### config.mk
export PLATFORM = sky130hd
export DESIGN_NAME = gaes_ctrl
export DESIGN_NICKNAME = d
export VERILOG_FILES = /design/src/hdl/gaes_pkg.sv /design/src/hdl/gaes_ctrl.sv
export SDC_FILE = /design/constraint.sdc
export NUM_CORES = 1
export LEC_CHECK = 0
export ABC_AREA = 1
export BUFFER_PORTS_ARGS = -buffer_cell sky130_fd_sc_hd__buf_2
export CAP_MARGIN = 15
export CORE_MARGIN = 4
export CORE_UTILIZATION = 40
export DETAILED_ROUTE_END_ITERATION = 10
export PLACE_DENSITY_LB_ADDON = 0.2
export SYNTH_ARGS = -nofsm -noshare
export SYNTH_HDL_FRONTEND = slang
export SYNTH_SLANG_ARGS = --single-unit
### constraint.sdc
create_clock -name clock -period 1.6 [get_ports clock]
set_input_delay 0.32 -clock clock [delete_from_list [all_inputs] [get_ports clock]]
set_output_delay 0.32 -clock clock [all_outputs]
set_load 0.05 [all_outputs]
### src/hdl/gaes_pkg.sv
package gaes_pkg;

   localparam int VERTEX_COUNT = 1024;
   localparam int SLOT_COUNT   = 8192;
   localparam int VTX_W        = $clog2(VERTEX_COUNT);
   localparam int SLOT_W       = $clog2(SLOT_COUNT);
   localparam int DEG_W        = 14;

   typedef enum logic [1:0] {
      CMD_SET    = 2'd0,
      CMD_INSERT = 2'd1,
      CMD_DELETE = 2'd2,
      CMD_NONE   = 2'd3
   } cmd_type;

   typedef enum logic [1:0] {
      ST_OK        = 2'd0,
      ST_NOT_FOUND = 2'd1,
      ST_FULL      = 2'd2
   } status_type;

   typedef enum logic [2:0] {
      KIND_SET,
      KIND_TAB,
      KIND_INC,
      KIND_SAVED,
      KIND_DEC
   } kind_type;

   typedef struct packed {
      cmd_type     command;
      logic [9:0]  source_vertex;
      logic [9:0]  target_vertex;
      logic [12:0] out_list_base;
      logic [12:0] in_list_base;
      logic [13:0] out_list_capacity;
      logic [13:0] in_list_capacity;
   } req_type;

   typedef struct packed {
      status_type  status;
      logic [13:0] source_out_degree;
      logic [13:0] target_in_degree;
   } rsp_type;

   typedef struct packed {
      logic       latch;
      logic       clear_wr;
      logic       save_deg;
      logic       set_wr;
      logic       ins_wr;
      logic       idx_zero;
      logic       idx_inc;
      logic       idx_opos;
      logic       idx_ipos;
      logic       save_opos;
      logic       save_ipos;
      logic       rd_next;
      logic       o_shift_wr;
      logic       i_shift_wr;
      logic       odeg_dec;
      logic       ideg_dec;
      logic       rsp_fire;
      status_type rsp_status;
      kind_type   rsp_kind;
   } ctrl_type;

   typedef struct packed {
      cmd_type command;
      logic    full;
      logic    clr_last;
      logic    o_end;
      logic    i_end;
      logic    o_last;
      logic    i_last;
      logic    o_match;
      logic    i_match;
   } stat_type;

   function automatic logic [SLOT_W-1:0] slot_at(input logic [SLOT_W-1:0] base,
                                                 input logic [DEG_W:0] ofs);
      logic [DEG_W+1:0] sum;
      sum = {{(DEG_W+2-SLOT_W){1'b0}}, base} + {1'b0, ofs};
      return sum[SLOT_W-1:0];
   endfunction

   function automatic logic [DEG_W-1:0] sat_cap(input logic [DEG_W-1:0] cap);
      logic [DEG_W-1:0] lim;
      lim = DEG_W'(SLOT_COUNT);
      return (cap > lim) ? lim : cap;
   endfunction

endpackage

### src/hdl/gaes_ctrl.sv
module gaes_ctrl (
   input  logic               clock,
   input  logic               reset,
   input  logic               start,
   input  gaes_pkg::stat_type stat,
   output logic               busy,
   output gaes_pkg::ctrl_type ctrl
);

   typedef enum logic [3:0] {
      S_CLEAR, S_IDLE, S_WAIT, S_DECIDE,
      S_OS_RD, S_OS_CHK, S_IS_RD, S_IS_CHK,
      S_OF_RD, S_OF_WR, S_IF_RD, S_IF_WR
   } state_type;

   state_type state_ff, state_in;

   always_comb begin
      state_in = state_ff;
      ctrl     = '0;
      ctrl.rsp_status = gaes_pkg::ST_OK;
      ctrl.rsp_kind   = gaes_pkg::KIND_TAB;
      case (state_ff)
         S_CLEAR: begin
            ctrl.clear_wr = 1'b1;
            if (stat.clr_last) state_in = S_IDLE;
         end
         S_IDLE: begin
            if (start) begin
               ctrl.latch = 1'b1;
               state_in   = S_WAIT;
            end
         end
         S_WAIT: state_in = S_DECIDE;
         S_DECIDE: begin
            state_in = S_IDLE;
            case (stat.command)
               gaes_pkg::CMD_SET: begin
                  ctrl.set_wr   = 1'b1;
                  ctrl.rsp_fire = 1'b1;
                  ctrl.rsp_kind = gaes_pkg::KIND_SET;
               end
               gaes_pkg::CMD_INSERT: begin
                  ctrl.rsp_fire = 1'b1;
                  if (stat.full) begin
                     ctrl.rsp_status = gaes_pkg::ST_FULL;
                  end else begin
                     ctrl.ins_wr   = 1'b1;
                     ctrl.rsp_kind = gaes_pkg::KIND_INC;
                  end
               end
               gaes_pkg::CMD_DELETE: begin
                  ctrl.save_deg = 1'b1;
                  ctrl.idx_zero = 1'b1;
                  state_in      = S_OS_RD;
               end
               default: ctrl.rsp_fire = 1'b1;
            endcase
         end
         S_OS_RD, S_IS_RD: begin
            if ((state_ff == S_OS_RD) ? stat.o_end : stat.i_end) begin
               ctrl.rsp_fire   = 1'b1;
               ctrl.rsp_status = gaes_pkg::ST_NOT_FOUND;
               ctrl.rsp_kind   = gaes_pkg::KIND_SAVED;
               state_in        = S_IDLE;
            end else begin
               state_in = (state_ff == S_OS_RD) ? S_OS_CHK : S_IS_CHK;
            end
         end
         S_OS_CHK: begin
            if (stat.o_match) begin
               ctrl.save_opos = 1'b1;
               ctrl.idx_zero  = 1'b1;
               state_in       = S_IS_RD;
            end else begin
               ctrl.idx_inc = 1'b1;
               state_in     = S_OS_RD;
            end
         end
         S_IS_CHK: begin
            if (stat.i_match) begin
               ctrl.save_ipos = 1'b1;
               ctrl.idx_opos  = 1'b1;
               state_in       = S_OF_RD;
            end else begin
               ctrl.idx_inc = 1'b1;
               state_in     = S_IS_RD;
            end
         end
         S_OF_RD: begin
            ctrl.rd_next = 1'b1;
            if (stat.o_last) begin
               ctrl.odeg_dec = 1'b1;
               ctrl.idx_ipos = 1'b1;
               state_in      = S_IF_RD;
            end else begin
               state_in = S_OF_WR;
            end
         end
         S_OF_WR: begin
            ctrl.o_shift_wr = 1'b1;
            ctrl.idx_inc    = 1'b1;
            state_in        = S_OF_RD;
         end
         S_IF_RD: begin
            ctrl.rd_next = 1'b1;
            if (stat.i_last) begin
               ctrl.ideg_dec = 1'b1;
               ctrl.rsp_fire = 1'b1;
               ctrl.rsp_kind = gaes_pkg::KIND_DEC;
               state_in      = S_IDLE;
            end else begin
               state_in = S_IF_WR;
            end
         end
         S_IF_WR: begin
            ctrl.i_shift_wr = 1'b1;
            ctrl.idx_inc    = 1'b1;
            state_in        = S_IF_RD;
         end
         default: state_in = S_IDLE;
      endcase
   end

   always_ff @(posedge clock) begin
      if (reset) begin
         state_ff <= S_CLEAR;
      end else begin
         state_ff <= state_in;
      end
   end

   assign busy = state_ff != S_IDLE;

endmodule

==> impl_metrics.csv, run 1 <==
group,metric,value,unit
placed_design,gp_routability_congestion,0.899,
clock_network,cts_sinks,4,
die,initial_utilization,42.3,%
clock_network,htree_levels,1,
global_route,antenna_found_initial,0,
clock_network,cts_max_path_buffers,2,
placed_design,portBuffers,35,
run_status,error,"[ERROR DPL-0033] detailed placement checks failed during check placement.",
die,rows,13,
timing,endpoint_type,"output port",
global_route,grt_start_max_net_pins,7,
clock_network,cts_buffers,3,
yosys,ys_types,21,
yosys,yosysWarnings,0,
yosys,synth_area,551,µm²
yosys,synth-seq-area-share,14.5,%
placed_design,dpl.hpwl,1.55,mm
run_status,status,"aborted with a tool error",
die,fp.dieH,45.1,µm
timing,crit_endpoint,"ctrl[1]",
yosys,syn_inst,104,
die,die_w,45.1,µm
clock_network,ctsRootBufferMaster,"clkbuf_4",
die,ioPinCount,36,
yosys,avgSynthCellArea,5.29,µm²
yosys,ys_ff_latch,4,
yosys,syn-num-nets,117,
run_status,flow.stopped_at,"5_1_grt",
==> cells by family after synthesis <==
family | synth area share, %
flip-flops | 14.5
AND/OR/NAND/NOR | 53.6
AO/OA/AOI/OAI | 10.7
buffers and inverters | 21.1
==> through the flow <==
step / setup WS (ns) / cell area (µm²) / util, % / TNS, ns / std cells
3_5_place_dp: -0.0382 / 866 / 66.5 / -0.0571 / 156
4_1_cts: -0.155 / 1120 / 85.9 / -0.803 / 167
3_3_place_gp: 0.00103 / 866 / 66.5 / 0 / 156
2_1_floorplan: -0.227 / 661 / - / -0.780 / 104
==> what timing repair did <==
action                                  4_1_cts
pin swaps                                     7
hold buffers                                  0
endpoints found under the setup margin       19
resized for setup                            52
buffers inserted                              8
hold endpoints to repair                      0
==> cell usage after synthesis, drive strengths merged <==
cell | count | area share, %
nand3b | 1 | 1.4
a21oi | 3 | 2.7
dfxtp | 4 | 15
o21ai | 3 | 2.7
inv | 25 | 17
o31ai | 1 | 1.4
nor3 | 7 | 8.2
a41oi | 1 | 1.6
nand4 | 4 | 4.5
buf | 3 | 4.1
nand2 | 22 | 16
or2 | 2 | 2.3
nand3 | 5 | 4.5
nor2 | 22 | 17
o211ai | 1 | 2.3
==> run 2, diff against run 1 <==
- CORE_AREA: not set -> 4 4 65 67
- CORE_MARGIN: 4 -> not set
- CORE_UTILIZATION: 40 -> not set
- DIE_AREA: not set -> 0 0 69 71
- PLACE_DENSITY_LB_ADDON: 0.2 -> 0.15
==> run 2 against run 1 <==
  * The flow now finishes, with violations (negative setup slack)
  * Synthesized cell count stayed put
  * Area after synthesis stayed put
==> impl_metrics.csv, run 2 <==
group,metric,value,unit
final_layout,num-nets-final,181,
placed_design,dpl.hpwl,1.87,mm
die,rows,22,
drt,route.vias.total,875,
flow_run,max_cap_viol_count,0,
run_status,status,"finished with violations",
setup_path,ff2ff_path_depth,9,
yosys,synth_most_common_cell,"nand2_1",
setup_path,startpoint,"state_ff[2]",
setup_path,timing.rr.end,"state_ff[1]",
die,ioPinCount,36,
global_route,grt_pass1_wl,3.76,mm
placed_design,dp_cells,198,
yosys,netlist.area_leader.share,14.5,%
final_layout,regMostFlops,"state_ff",
min_path,hold_class,"input port to flop",
die,die_w,69,µm
setup_path,arrival,1.44,ns
yosys,yosys.area.top_type,"dfxtp_1",
drt,via_per_inst,4.09,
drt,drt_iter0_drc,10,
drt,ant_nets,0,
placed_design,gp_routability_congestion,0.870,
yosys,yosysWarnings,0,
timing,grt_setup_unrepaired,"true",
placed_design,portBuffers,35,
timing,max_slew_margin,83.1,%
drt,wl_per_cell,11.2,µm
setup_path,path_max_fanout,5,
yosys,ys_types,21,
clock_network,ctsRootBufferMaster,"clkbuf_8",
final_layout,instances_no_fill,214,
final_layout,final_cell_mix,"23 x buf_4, 19 x buf_6, 15 x buf_2",
power_and_ir_drop,ir_drop,197,µV
final_layout,layout-drive-gt1-share,68.1,%
yosys,synth-seq-area-share,14.5,%
die,coreArea,3630,µm²
timing,finalSetupViolCount,12,
yosys,synthTopCellsByCount,"20 x nand2_1, 18 x nor2_1, 17 x inv_1, 8 x inv_2",
timing,hold-worst-slack,0.323,ns
timing,finalSetupTns,-0.920,ns
final_layout,largest_reg_flops,4,
final_layout,register_area,95.1,µm²
setup_path,r2r-start,"state_ff[0]",
clock_network,cts_sinks,4,
final_layout,multi_input_comb_area,543,µm²
timing,fin_crit,1.76,ns
timing,worst_slew_pin_slew,0.255,ns
final_layout,utilization,38.2,%
setup_path,start_kind,"flop",
setup_path,end_kind,"output port",
die,dieArea,4900,µm²
yosys,synth_edf_count,0,
drt,drc_errors,0,
timing,hold_viol_final,0,
final_layout,fillCellCount,395,
clock_network,cts_buffers,3,
final_layout,final_common_cell,"buf_4",
timing,worst_slack,-0.164,ns
setup_path,required,1.28,ns
yosys,syn_inst,104,
min_path,min-delay-start,"reset",
clock_network,clkSlewWorstSetupHoldPaths,0.03,ns
final_layout,reg_top3,"state_ff x4",
clock_network,cts_max_path_buffers,2,
die,initial_utilization,15.2,%
yosys,ys_ff_latch,4,
global_route,first_global_vias,861,
yosys,synth_area,551,µm²
timing,fmax,567,MHz
yosys,synth_area_leaders,"dfxtp_1 15%, nand2_1 14%, nor2_1 12%",
drt,routed_wl,2.40,mm
global_route,grt_start_max_net_pins,7,
power_and_ir_drop,powerDensity,510,nW/µm²
global_route,gr-total-overflow,0,
yosys,avgSynthCellArea,5.29,µm²
yosys,async_reset_ff_share,0,%
global_route,track_usage,9.22,%
yosys,syn-num-nets,117,
timing,slew_viol_final,0,
setup_path,worstSetupEndpoint,"ctrl[0]",
clock_network,clock_latency,0.22,ns
clock_network,cts_tree,"yes",
final_layout,syn2layout_area_growth,152,%
power_and_ir_drop,p_leak,0.702,nW
setup_path,crit_type,"flop to output port",
final_layout,n_antenna_cell,0,
timing,finalCritPeriodShare,110,%
clock_network,htree_levels,1,
die,fp.dieH,71,µm
global_route,antenna_found_initial,0,
setup_path,ff2ff_setup_slack,0.18,ns
yosys,ys.flop_type,"dfxtp_1",
run_status,violations,"negative setup slack",
timing,clock_skew,0.00155,ns
drt,drt_pass1_iterations,4,
## run 2: cell counts after synthesis
No cell type changed its count.
## run 2: logic make-up after synthesis
kind of cell / Yosys count / share of synthesized area, %
and+or+nand+nor: 63 / 53.6
DFF: 4 / 14.5
AOI/OAI and AO/OA: 9 / 10.7
buffers and inverters: 28 / 21.1
## run 2: layout make-up
cell class                 instances  area share (%)
clock buffer                       3            2.97
tap                               48            4.32
multi-input combinational         72            39.1
sequential                         4            6.85
inverter                          25            8.11
timing repair buffer              62            38.6
## run 2: worst min path at each step
| stage | end | depth (start not counted) | slack [ns] |
|---|---|---|---|
| after floorplan | state_ff[2] | 1 | 0.38 |
| after global placement | state_ff[1] | 2 | 0.54 |
| after detailed placement | state_ff[1] | 2 | 0.54 |
| after CTS | state_ff[3] | 2 | 0.33 |
| after global routing | state_ff[3] | 2 | 0.33 |
| final | state_ff[3] | 2 | 0.32 |
## run 2: report_power, final
part	switching (mW)	internal (mW)
clock network	0.0535	0.161
logic	0.225	0.144
registers	0.0171	0.108
## run 2: timing repair
action	CTS	global route
resized for setup	48	34
hold buffers	0	0
hold endpoints to repair	0	0
buffers inserted	3	10
endpoints found under the setup margin	19	21
pin swaps	5	7
## run 2: worst max-delay path, stage by stage, from the launching register on
cell and delay [ns]:
dfxtp_4 0.37, nor2_4 0.17, nand2_4 0.12, inv_4 0.09, nand2_4 0.05, nor2_4 0.11
a21oi_1 0.05, nand4_1 0.09, buf_6 0.17
## run 2: layer usage
layer	part of all wire (%)	vias to the layer above	track usage [%]
met2	52	19	16.7
met5	0	-	0
met4	1.7	0	3.90
met1	43	399	11.0
met3	3.3	4	0.852
li1	-	453	-
## run 2: through the flow
step	power, mW	area, µm²	setup WS (ns)
after floorplan	0.308	661	-0.227
after global placement	0.405	975	-0.0262
after detailed placement	0.405	975	-0.0387
after CTS	0.663	1180	-0.139
after global routing	0.752	1390	-0.227
final	0.708	1390	-0.164
Note: power is estimated with default switching activity, not from simulation.
==> run 3, diff against run 2 <==
--- a/config.mk
+++ b/config.mk
@@ -14,2 +14,3 @@
 export PLACE_DENSITY_LB_ADDON = 0.15
+export SETUP_SLACK_MARGIN = 0.3
 export SYNTH_ARGS = -nofsm -noshare
==> constraint.sdc (replaced) <==
create_clock -name clock -period 1.6 [get_ports clock]
set_input_delay 0.24 -clock clock [delete_from_list [all_inputs] [get_ports clock]]
set_output_delay 0.24 -clock clock [all_outputs]
set_load 0.05 [all_outputs]
==> run 3 against run 2 <==
  * The run still ends with negative setup slack left
  * Routed wire length down 2.4%
  * Fmax up 4.9%
  * Die area unchanged
  * Sequential share of layout area up 0.14 points
  * Utilization down 0.79 points
  * Combinational power up 12%
  * Via count down 1.3%
  * Sequential power about the same
  * Cell count down 4.2%
  * Critical path type unchanged
  * Critical endpoint is now ctrl[1]
==> impl_metrics.csv, run 3 (synthesized netlist as in run 2, its figures left out) <==
group,metric,value,unit
clock_network,htree_levels,1,
final_layout,final_common_cell,"buf_6",
final_layout,final_cell_mix,"18 x buf_6, 14 x buf_4, 13 x inv_1",
setup_path,crit_type,"flop to output port",
setup_path,worstSetupEndpoint,"ctrl[1]",
timing,hold_viol_final,0,
clock_network,cts_buffers,3,
placed_design,gp_routability_congestion,0.887,
timing,clock_skew,0.0113,ns
global_route,grt_pass1_wl,3.85,mm
clock_network,clock_latency,0.23,ns
placed_design,dpl.hpwl,1.73,mm
setup_path,path_max_fanout,5,
final_layout,utilization,37.4,%
timing,max_slew_margin,81.4,%
drt,ant_nets,0,
clock_network,cts_tree,"yes",
setup_path,timing.rr.end,"state_ff[1]",
run_status,status,"finished with violations",
timing,worst_slew_pin_slew,0.278,ns
timing,fin_crit,1.68,ns
die,fp.dieH,71,µm
die,dieArea,4900,µm²
final_layout,largest_reg_flops,4,
power_and_ir_drop,finalPower,0.762,mW
clock_network,cts_sinks,4,
global_route,antenna_found_initial,0,
global_route,track_usage,9.63,%
timing,finalCritPeriodShare,105,%
setup_path,end_kind,"output port",
timing,hold-worst-slack,0.227,ns
timing,worst_slack,-0.0820,ns
placed_design,place_ws,0.00357,ns
timing,grt_setup_unrepaired,"true",
placed_design,portBuffers,35,
flow_run,max_cap_viol_count,0,
global_route,gr-total-overflow,0,
power_and_ir_drop,powerDensity,561,nW/µm²
final_layout,n_antenna_cell,0,
setup_path,cp_cell_sequence,"inv_4 > nand2_4 > nor2_4 > nand2_2 > o211ai_2 > inv_2 > or2_4 > buf_8",
placed_design,placed_cell_area,910,µm²
die,rows,22,
power_and_ir_drop,ir_drop,213,µV
final_layout,num-nets-final,172,
final_layout,fillCellCount,385,
die,die_w,69,µm
final_layout,regMostFlops,"state_ff",
drt,drt_iter0_drc,23,
setup_path,startpoint,"state_ff[0]",
setup_path,max_stage_delay,0.36,ns
placed_design,dp_cells,187,
setup_path,cp_slowest_cell,"dfxtp_4",
final_layout,syn2layout_area_growth,147,%
run_status,violations,"negative setup slack",
clock_network,ctsRootBufferMaster,"clkbuf_8",
final_layout,instances_no_fill,205,
drt,wl_per_cell,11.4,µm
setup_path,r2r-start,"state_ff[0]",
setup_path,arrival,1.44,ns
drt,route.vias.total,864,
global_route,first_global_vias,881,
clock_network,cts_max_path_buffers,2,
timing,slew_viol_final,0,
setup_path,ff2ff_path_depth,9,
setup_path,start_kind,"flop",
final_layout,reg_top3,"state_ff x4",
timing,fmax,595,MHz
die,initial_utilization,15.2,%
power_and_ir_drop,p_leak,0.663,nW
global_route,grt_start_max_net_pins,7,
timing,finalSetupTns,-0.167,ns
setup_path,required,1.36,ns
final_layout,design_area,1360,µm²
timing,finalSetupViolCount,5,
drt,routed_wl,2.34,mm
drt,drt_pass1_iterations,4,
die,coreArea,3630,µm²
drt,drc_errors,0,
die,ioPinCount,36,
final_layout,layout-drive-gt1-share,68.2,%
setup_path,ff2ff_setup_slack,0.27,ns
clock_network,clkSlewWorstSetupHoldPaths,0.04,ns
clock_network,cts_hold_buf,0,
min_path,hold_class,"input port to flop",
drt,via_per_inst,4.21,
-- run 3: metal layers --
layer / up-vias / routed length, µm / track usage (%)
met5: - / 0 / 0
met1: 395 / 867 / 10.7
met2: 31 / 1270 / 16.8
met4: 0 / 47 / 4.56
li1: 432 / - / -
met3: 6 / 153 / 2.84
-- run 3: how the worst min path moves through the flow --
stage / cells past startpoint / slack, ns / from / to
2_1_floorplan: 1 / 0.30 / reset / state_ff[2]
3_3_place_gp: 2 / 0.45 / reset / state_ff[1]
3_5_place_dp: 2 / 0.46 / reset / state_ff[2]
4_1_cts: 2 / 0.22 / reset / state_ff[2]
5_1_grt: 2 / 0.25 / reset / state_ff[2]
6_report: 2 / 0.23 / reset / state_ff[2]
-- run 3: cell type report --
class / count / area (µm²) / share of cell area, %
inverters: 25 / 118 / 8.65
flip-flops and latches: 4 / 95.1 / 6.99
multi-input cells: 72 / 538 / 39.6
well taps: 48 / 60.1 / 4.42
repair buffers: 53 / 508 / 37.4
clock buffers: 3 / 41.3 / 3.04
-- run 3: worst max-delay path: cells and delay by family (launching register included) --
family	cells	cell delay (ns)
buffers and inverters	3	0.29
flip-flops	1	0.36
AND/OR/NAND/NOR	4	0.49
AO/OA/AOI/OAI	1	0.08
-- run 3: timing repair --
action                                  in CTS  in global routing
pin swaps                                   10                  4
endpoints found under the setup margin      24                 25
setup buffers                                9                  6
hold endpoints to repair                     0                  0
resized for setup                           67                 21
-- run 3: power breakdown --
group	total, mW	switching, mW	internal [mW]
clock	0.226	0.0642	0.161
sequential	0.125	0.0168	0.108
combinational	0.412	0.237	0.174
